<file path="src/hdl/pfdr_pkg.sv">
// Shared types and constants for the page framebuffer with dirty refresh.
// No dependencies; every other file of the block imports this package.
`timescale 1ns / 1ps

package pfdr_pkg;

  localparam int KIND_W   = 2;
  localparam int COLUMN_W = 7;
  localparam int ROW_W    = 6;
  localparam int PAGE_W   = 3;
  localparam int BYTE_W   = 8;
  localparam int GROUP_W  = 3;

  localparam int DEF_PAGES       = 8;
  localparam int DEF_COLUMNS     = 128;
  localparam int DEF_GROUP_WIDTH = 16;

  localparam logic [BYTE_W-1:0] CMD_PAGE_BASE = 8'hB0;
  localparam logic [BYTE_W-1:0] CMD_COL_HI    = 8'h10;
  localparam logic [BYTE_W-1:0] NIBBLE_MASK   = 8'h0F;

  typedef enum logic [KIND_W-1:0] {
    KIND_PIXEL   = 2'd0,
    KIND_BYTE    = 2'd1,
    KIND_CLEAR   = 2'd2,
    KIND_REFRESH = 2'd3
  } kind_t;

  typedef enum logic [2:0] {
    ST_INIT,
    ST_IDLE,
    ST_PIX_WR,
    ST_FCLEAR,
    ST_SCAN_RD,
    ST_SCAN_CMP,
    ST_EMIT,
    ST_FINISH
  } state_t;

  typedef enum logic [1:0] {
    EMIT_DATA,
    EMIT_PAGE,
    EMIT_COL_HI,
    EMIT_COL_LO
  } emit_step_t;

  typedef struct packed {
    logic              valid;
    logic              is_data;
    logic [BYTE_W-1:0] data;
    logic              last;
  } beat_t;

endpackage

</file>
<file path="src/hdl/pfdr_result_if.sv">
// Output channel of the framebuffer: one beat is one byte for the panel.
// Depends on pfdr_pkg for field widths.
`timescale 1ns / 1ps

interface pfdr_result_if import pfdr_pkg::*; ();
  logic              valid;
  logic              ready;
  logic              is_data;
  logic [BYTE_W-1:0] out_byte;
  logic              last_of_run;

  modport source (output valid, is_data, out_byte, last_of_run, input ready);
  modport sink   (input valid, is_data, out_byte, last_of_run, output ready);
endinterface

</file>
<file path="src/hdl/pfdr_obuf.sv">
// Output register that parts the sequencer from the result channel.
// Depends on pfdr_pkg and pfdr_result_if.
`timescale 1ns / 1ps

module pfdr_obuf import pfdr_pkg::*; (
  input  logic          clk,
  input  logic          rst,
  input  beat_t         push,
  output logic          can_push,
  pfdr_result_if.source result
);

  logic              valid;
  logic              is_data;
  logic [BYTE_W-1:0] data;
  logic              last;

  always_comb begin
    can_push           = !valid || result.ready;
    result.valid       = valid;
    result.is_data     = is_data;
    result.out_byte    = data;
    result.last_of_run = last;
  end

  always_ff @(posedge clk) begin
    if (rst) begin
      valid <= 1'b0;
    end else if (push.valid) begin
      valid <= 1'b1;
    end else if (result.ready) begin
      valid <= 1'b0;
    end
  end

  always_ff @(posedge clk) begin
    if (push.valid) begin
      is_data <= push.is_data;
      data    <= push.data;
      last    <= push.last;
    end
  end

endmodule

</file>
<file path="src/flat_wrapper.sv">
// flat-port wrapper written by rule: the top's interface ports become plain ports
module pfdr_obuf_flat import pfdr_pkg::*;
  (clk, rst, push, can_push, result_valid, result_is_data, result_out_byte, result_last_of_run, result_ready);
  pfdr_result_if result_i ();
  input  logic clk;
  input  logic rst;
  input  beat_t push;
  output logic can_push;
  output wire logic [$bits(result_i.valid)-1:0] result_valid;
  output wire logic [$bits(result_i.is_data)-1:0] result_is_data;
  output wire logic [$bits(result_i.out_byte)-1:0] result_out_byte;
  output wire logic [$bits(result_i.last_of_run)-1:0] result_last_of_run;
  input wire logic [$bits(result_i.ready)-1:0] result_ready;
  assign result_valid = result_i.valid;
  assign result_is_data = result_i.is_data;
  assign result_out_byte = result_i.out_byte;
  assign result_last_of_run = result_i.last_of_run;
  assign result_i.ready = result_ready;
  pfdr_obuf u_core (.clk(clk), .rst(rst), .push(push), .can_push(can_push), .result(result_i));
endmodule
</file>
<file path="config.mk">
export PLATFORM = sky130hd
export DESIGN_NAME = pfdr_obuf_flat
export DESIGN_NICKNAME = d
export VERILOG_FILES = /design/src/hdl/pfdr_pkg.sv /design/src/hdl/pfdr_result_if.sv /design/src/hdl/pfdr_obuf.sv /design/src/flat_wrapper.sv
export SDC_FILE = /design/constraint.sdc
export NUM_CORES = 1
export LEC_CHECK = 0
export ABC_AREA = 1
export BUFFER_PORTS_ARGS = -buffer_cell sky130_fd_sc_hd__buf_2
export CELL_PAD_IN_SITES_DETAIL_PLACEMENT = 0
export CELL_PAD_IN_SITES_GLOBAL_PLACEMENT = 1
export CORE_AREA = 2 2 39 41
export CTS_CLUSTER_SIZE = 24
export DETAILED_ROUTE_END_ITERATION = 8
export DIE_AREA = 0 0 41 43
export PLACE_DENSITY = 0.66
export SLEW_MARGIN = 20
export SYNTH_ARGS = -nofsm -noshare
export SYNTH_HDL_FRONTEND = slang
export SYNTH_SLANG_ARGS = --single-unit
</file>
<file path="constraint.sdc">
create_clock -name clk -period 1.7 [get_ports clk]
set_clock_uncertainty 0.15 [all_clocks]
set_input_delay 0.085 -clock clk [delete_from_list [all_inputs] [get_ports clk]]
set_output_delay 0.085 -clock clk [all_outputs]
set_load 0.03 [all_outputs]
</file>
==> metrics.txt, run 1 <==
crit start category=primary input; Syn Nets=29; Worst Setup SP=rst; R2R Path End=u_core.result.valid; std cell rows=14; clock latency on the worst-skew pair=0.25 ns; clk sinks=11; die width=41 um; first-pass GRT wire length=1050 um; vias per cell=3.92; largest area contributor in the netlist=edfxtp_1; most frequent cells in the layout=buf_2, dlygate4sd3_1, edfxtp_1; Final nets=71; path depth of the worst reg2reg path=3; gr busiest metal=met2; final wirelength=749 um; H-tree lvl count=1; syn_area_per_cell=22.9 sq um; CP Data Arrival Time=1.38 ns; met2 Use GR=0.163; Worst IR Drop VDD=0.000444 V; Congestion Overflow GR=0; Worst-path clk slew=0.07 ns; pwr/cell area=949 nW/um^2; met1 GRT Util=0.0925; DIE HEIGHT=43 um; setup violators final=0; Slew Limit Fails=0; post-synthesis sequential area ratio=0.934; minimum period implied by the final worst setup slack=1.33 ns; DRT Pass-1 Iters=1; reg2reg start=u_core.result.valid; Total GRT Usage=0.0942; Worst Setup EP=u_core.result.valid; critical path required time=1.75 ns; Boundary Pins=26; Detail Placement HPWL=521 um; WS Path Type=primary input to flop; met3 Usage GRT=0.0366; Slew Limit Headroom=0.851; period utilization=0.780; worst-margin pin slew=0.223 ns; Initial Util=0.248; ratio of cells with drive above 1 in the final layout=0.536; largest net degree at the start of global routing=12; Post-CTS Resized=0; Yosys reg bits=11; unrepaired setup endpoints after global routing=false; top fanout value on the critical path=1; R2R Setup Slk=0.44 ns; Power Internal=453 uW; vias in the first global route=264; Sw Ratio=0.248; worst hold-check path type=primary input to flop; Finished Cell Area=634 sq um; endpoint class of the critical path=flop; synth warn=0; antenna viol nets, final=0; diode count=0; WL per Instance=10.4 um; CTS tree=done; Area contributors post-synth=edfxtp_1, dfxtp_1, a21oi_2; core area=1380 sq um; fmax=0.754 GHz; setup TNS=0 ns; initial antenna violation count=0; Comb power frac=0.182; CTS Buf Count=3; synthesized area=343 sq um; die area=1760 sq um; Cells after Synth=15; DRC=0; Lkg Pwr=0.000285 uW; Unique masters post-synth=5; most common cell after layout, fill and taps aside=buf_2; final hold viol count=0; Synth top area share=0.876; outcome=completed; area delta synth->final=85.0%; Clock Power Share=0.282; CTS Buffer Depth=2; maxcap violations=0; I/O Buffers=25; Seq pwr share=0.536; drt initial violations=0; GP Congestion=0.510; final hold slack=0.0389 ns; Finished Core Util=0.458; Vias=282; root buffer cell=clkbuf_4; switching pwr=149 uW; placed cell areas=488 sq um
-- cells in the mapped netlist --
library cell / count
edfxtp_1: 10
dfxtp_1: 1
inv_1: 2
nand2_2: 1
a21oi_2: 1
-- what timing repair did --
action                    CTS  global route
buffers inserted            0             0
hold endpoints to repair   11             0
hold buffers               12             0
-- registers in the layout, indices dropped and copies added (netlist names) --
| name | count |
|---|---|
| u_core.result.last_of_run | 1 |
| u_core.result.valid | 1 |
| u_core.result.is_data | 1 |
| u_core.result.out_byte | 8 |
-- layer usage --
metal / up-vias / share of wire
met5: - / 0
met4: 0 / 0
met3: 0 / 0.13
met2: 22 / 0.49
met1: 124 / 0.38
li1: 136 / -
-- worst max-delay path, cell delays in order --
cell	delay, ns
dlygate4sd3_1	0.53
buf_2	0.13
a21oi_2	0.09
dlygate4sd3_1	0.54
-- power groups by stage --
| stage | Combinational [uW] | Sequential [uW] | Clock [uW] |
|---|---|---|---|
| after CTS | 110 | 323 | 180 |
| after floorplan | 5.79 | 373 | 0 |
| after detailed placement | 88.5 | 329 | 0 |
| after global routing | 118 | 324 | 196 |
| after global placement | 87.9 | 328 | 0 |
| final | 110 | 323 | 170 |
-- per-stage QoR --
stage                     total power (uW)  cells  setup WS [ns]
final                                  602     72          0.374
after global routing                   638     72          0.359
after CTS                              614     72          0.401
after detailed placement               418     56          0.899
after global placement                 416     56          0.913
after floorplan                        379     15          0.644
-- worst min path at each step --
stage / startpoint / end / cells past startpoint / slack, ns
after global routing: push[10] / u_core.result.out_byte[1] / 1 / 0.04
after global placement: rst / u_core.result.valid / 2 / 0.11
after detailed placement: rst / u_core.result.valid / 2 / 0.11
after CTS: push[10] / u_core.result.out_byte[1] / 1 / 0.03
final: push[10] / u_core.result.out_byte[1] / 1 / 0.04
after floorplan: rst / u_core.result.valid / 1 / -0.003
-- area by class of cell --
type / count / area [sq um]
fill: 135 / 749
tap: 16 / 20.0
clock buffer: 4 / 26.3
inverter: 2 / 7.51
multi-input combinational: 2 / 15.0
timing repair buffer: 37 / 245
sequential: 11 / 320
-- cells by family (layout without fill, tap and decap cells) --
| kind of cell | count (synthesis) | after routing | share of synthesized area |
|---|---|---|---|
| flip-flops | 11 | 11 | 0.934 |
| buffers and inverters | 2 | 43 | 0.0219 |
| AO/OA/AOI/OAI | 1 | 1 | 0.0256 |
| AND/OR/NAND/NOR | 1 | 1 | 0.0183 |
No activity file was read; power rests on OpenSTA's default activity.
==> inputs of run 2 (changes only) <==
Settings changed: ABC_AREA 1 to 0, CORE_AREA 2 2 39 41 to unset, CORE_UTILIZATION set to 24, DIE_AREA 0 0 41 43 to unset, PLACE_DENSITY 0.66 to 0.64.
Clock period 1.7 ns to 1.1 ns, I/O delays scaled along.
==> run 2 against run 1 <==
  * The flow now finishes with violations (negative hold slack)
  * Sequential share of layout area grew 0.70 points
  * Die area shrank 9.2%
  * Synthesized cell count decreased by 6.7%
  * Via count shrank 5.7%
  * Count of clock-buffer cells in the layout stayed put
  * Critical path depth fell by 2
  * Global-route usage grew 1.4 points
  * Combinational power up 50%
  * First-iteration DRC count is 1 higher
  * Routed wire length decreased by 11%
  * Non-clock buffer count shrank 1
  * Largest cell class unchanged
==> metrics.txt, run 2 <==
Area contributors post-synth=edfxtp_1, dfxtp_1, nand2b_4; Placement Setup Slack=0.308 ns; fmax=0.960 GHz; setup violators final=0; CTS tree=done; largest area contributor in the netlist=edfxtp_1; CTS Buffer Depth=2; maxcap violations=0; Cells after Synth=14; Syn Nets=28; Synth Area in Compound Gates=0.0253; final wirelength=670 um; DRC=0; Seq pwr share=0.545; most common library cells after synthesis=edfxtp_1, a21oi_2, dfxtp_1, inv_1, nand2b_4; Yosys reg bits=11; vias per cell=3.86; WL per Instance=9.71 um; antenna viol nets, final=0; Main synth FF type=edfxtp_1; Initial Util=0.263; core area=1320 sq um; Total GRT Usage=0.108; ratio of cells with drive above 1 in the final layout=0.574; die width=40 um; crit path buf inv count=1; mux share of post-synthesis cell area=0; initial antenna violation count=0; die area=1600 sq um; pwr/cell area=1460 nW/um^2; hold path startpoint=result_ready; most common cell in the netlist=edfxtp_1; Unique masters post-synth=5; synthesized area=347 sq um; Power Internal=699 uW; Clock Power Share=0.275; endpoint class of the critical path=output port; DIE HEIGHT=40 um; most frequent cells in the layout=buf_2, dlygate4sd3_1, edfxtp_1; Top delay family on crit path=flip-flops; number of synthesized flops with an enable pin=10; synth warn=0; Comb power frac=0.180; final hold viol count=1; failing checks=negative hold slack; Post-Synth XOR/XNOR Area=0; top fanout value on the critical path=2; worst-margin pin slew=0.235 ns; main combinational cell family by area after synthesis=simple AND/OR/NAND/NOR gates; slowest CP cell=dfxtp_2; Final WS setup=0.0589 ns; I/O Buffers=25; largest net degree at the start of global routing=12; std cell rows=13; Worst Setup SP=u_core.result.valid; Worst IR Drop VDD=0.000786 V; Final nets=69; asr flop ratio synth=0; diode count=0; clock latency on the worst-skew pair=0.25 ns; CP Cell Sequence=nand2b_4 > buf_2; DRT Pass-1 Iters=2; vias in the first global route=263; final hold slack=-0.0838 ns; Lkg Pwr=0.000280 uW; Worst-path clk slew=0.06 ns; WS Path Type=flop to output port; minimum period implied by the final worst setup slack=1.04 ns; clk sinks=11; critical path required time=0.89 ns; Sw Ratio=0.238; Slew Limit Fails=0; post-synthesis sequential area ratio=0.924; root buffer cell=clkbuf_4; syn_area_per_cell=24.8 sq um; Boundary Pins=26; Post-CTS Hold Buffers=11; most common cell after layout, fill and taps aside=buf_2; first-pass GRT wire length=1000 um; CTS Buf Count=3; Synth Area in Adders=0; Synth top area share=0.866; reg2reg start=u_core.result.valid; postcts setup bufs=0; Vias=266; Slew Limit Headroom=0.843; outcome=complete, but fails checks; worst hold-check path type=primary input to flop; period utilization=0.946; slowest stage delay, CP=0.33 ns; Congestion Overflow GR=0; drt initial violations=1; area delta synth->final=81.2%; CP Data Arrival Time=0.84 ns; crit start category=flop; unrepaired setup endpoints after global routing=false; Simple-Gate Fraction of Synth Area=0.0397; switching pwr=219 uW; H-tree lvl count=1; setup TNS=0 ns; max reg flops=8; GP Congestion=0.595
## run 2: cell count changes in the layout (fill, tap and decap cells not counted)
cell | previous run | this run
nand2_2 | 1 | 0
dlygate4sd3_1 | 12 | 11
dfxtp_1 | 1 | 0
nand2b_4 | 0 | 1
dfxtp_2 | 0 | 1
inv_1 | 2 | 1
## run 2: final timing paths
check | endpoint | slack [ns] | cells past startpoint
hold / removal | u_core.result.valid | -0.08 | 3
setup reg to reg | u_core.result.valid | 0.36 | 2
setup / recovery | can_push | 0.06 | 2
hold reg to reg | u_core.result.valid | 0.33 | 2
## run 2: what timing repair did
item                       in CTS  in global routing
hold endpoints to repair       11                  1
gates resized for setup         0                  1
setup endpoints to repair       0                  2
## run 2: final cells by class
cell class                 count  area (sq um)
multi-input combinational      2          22.5
sequential                    11           322
tap                           15          18.8
fill                         129           689
timing repair buffer          36           235
clock buffer                   4          26.3
inverter                       1          3.75
## run 2: layer usage
metal  track usage  wire length, um
met2         0.177              391
met1         0.101              207
met3        0.0389               62
met5             0                0
met4         0.103                8
## run 2: worst register-to-register path, stage by stage (launching register included)
cell,delay [ns]
dfxtp_2,0.35
nand2b_4,0.06
a21oi_2,0.12
## run 2: power groups by stage
| stage | sequential, uW | clock [uW] | combinational, uW |
|---|---|---|---|
| floorplan | 578 | 0 | 10.1 |
| global placement | 507 | 0 | 136 |
| detailed placement | 510 | 0 | 137 |
| CTS | 500 | 267 | 167 |
| global route | 503 | 296 | 176 |
| finish | 500 | 252 | 165 |
## run 2: through the flow
step	power (uW)	cells	hold slack [ns]	area (sq um)	util
CTS	934	69	-0.0870	627	0.476
global placement	643	54	0.0644	490	0.372
detailed placement	646	54	0.0667	490	0.372
floorplan	588	14	-0.0326	347	-
finish	918	69	-0.0838	628	0.477
global route	975	69	-0.0907	628	0.477
## run 2: logic make-up (layout without fill, tap and decap cells)
logic type | Yosys count | in the layout
flops | 11 | 11
compound gates | 1 | 1
simple gates | 1 | 1
buf+inv | 1 | 41
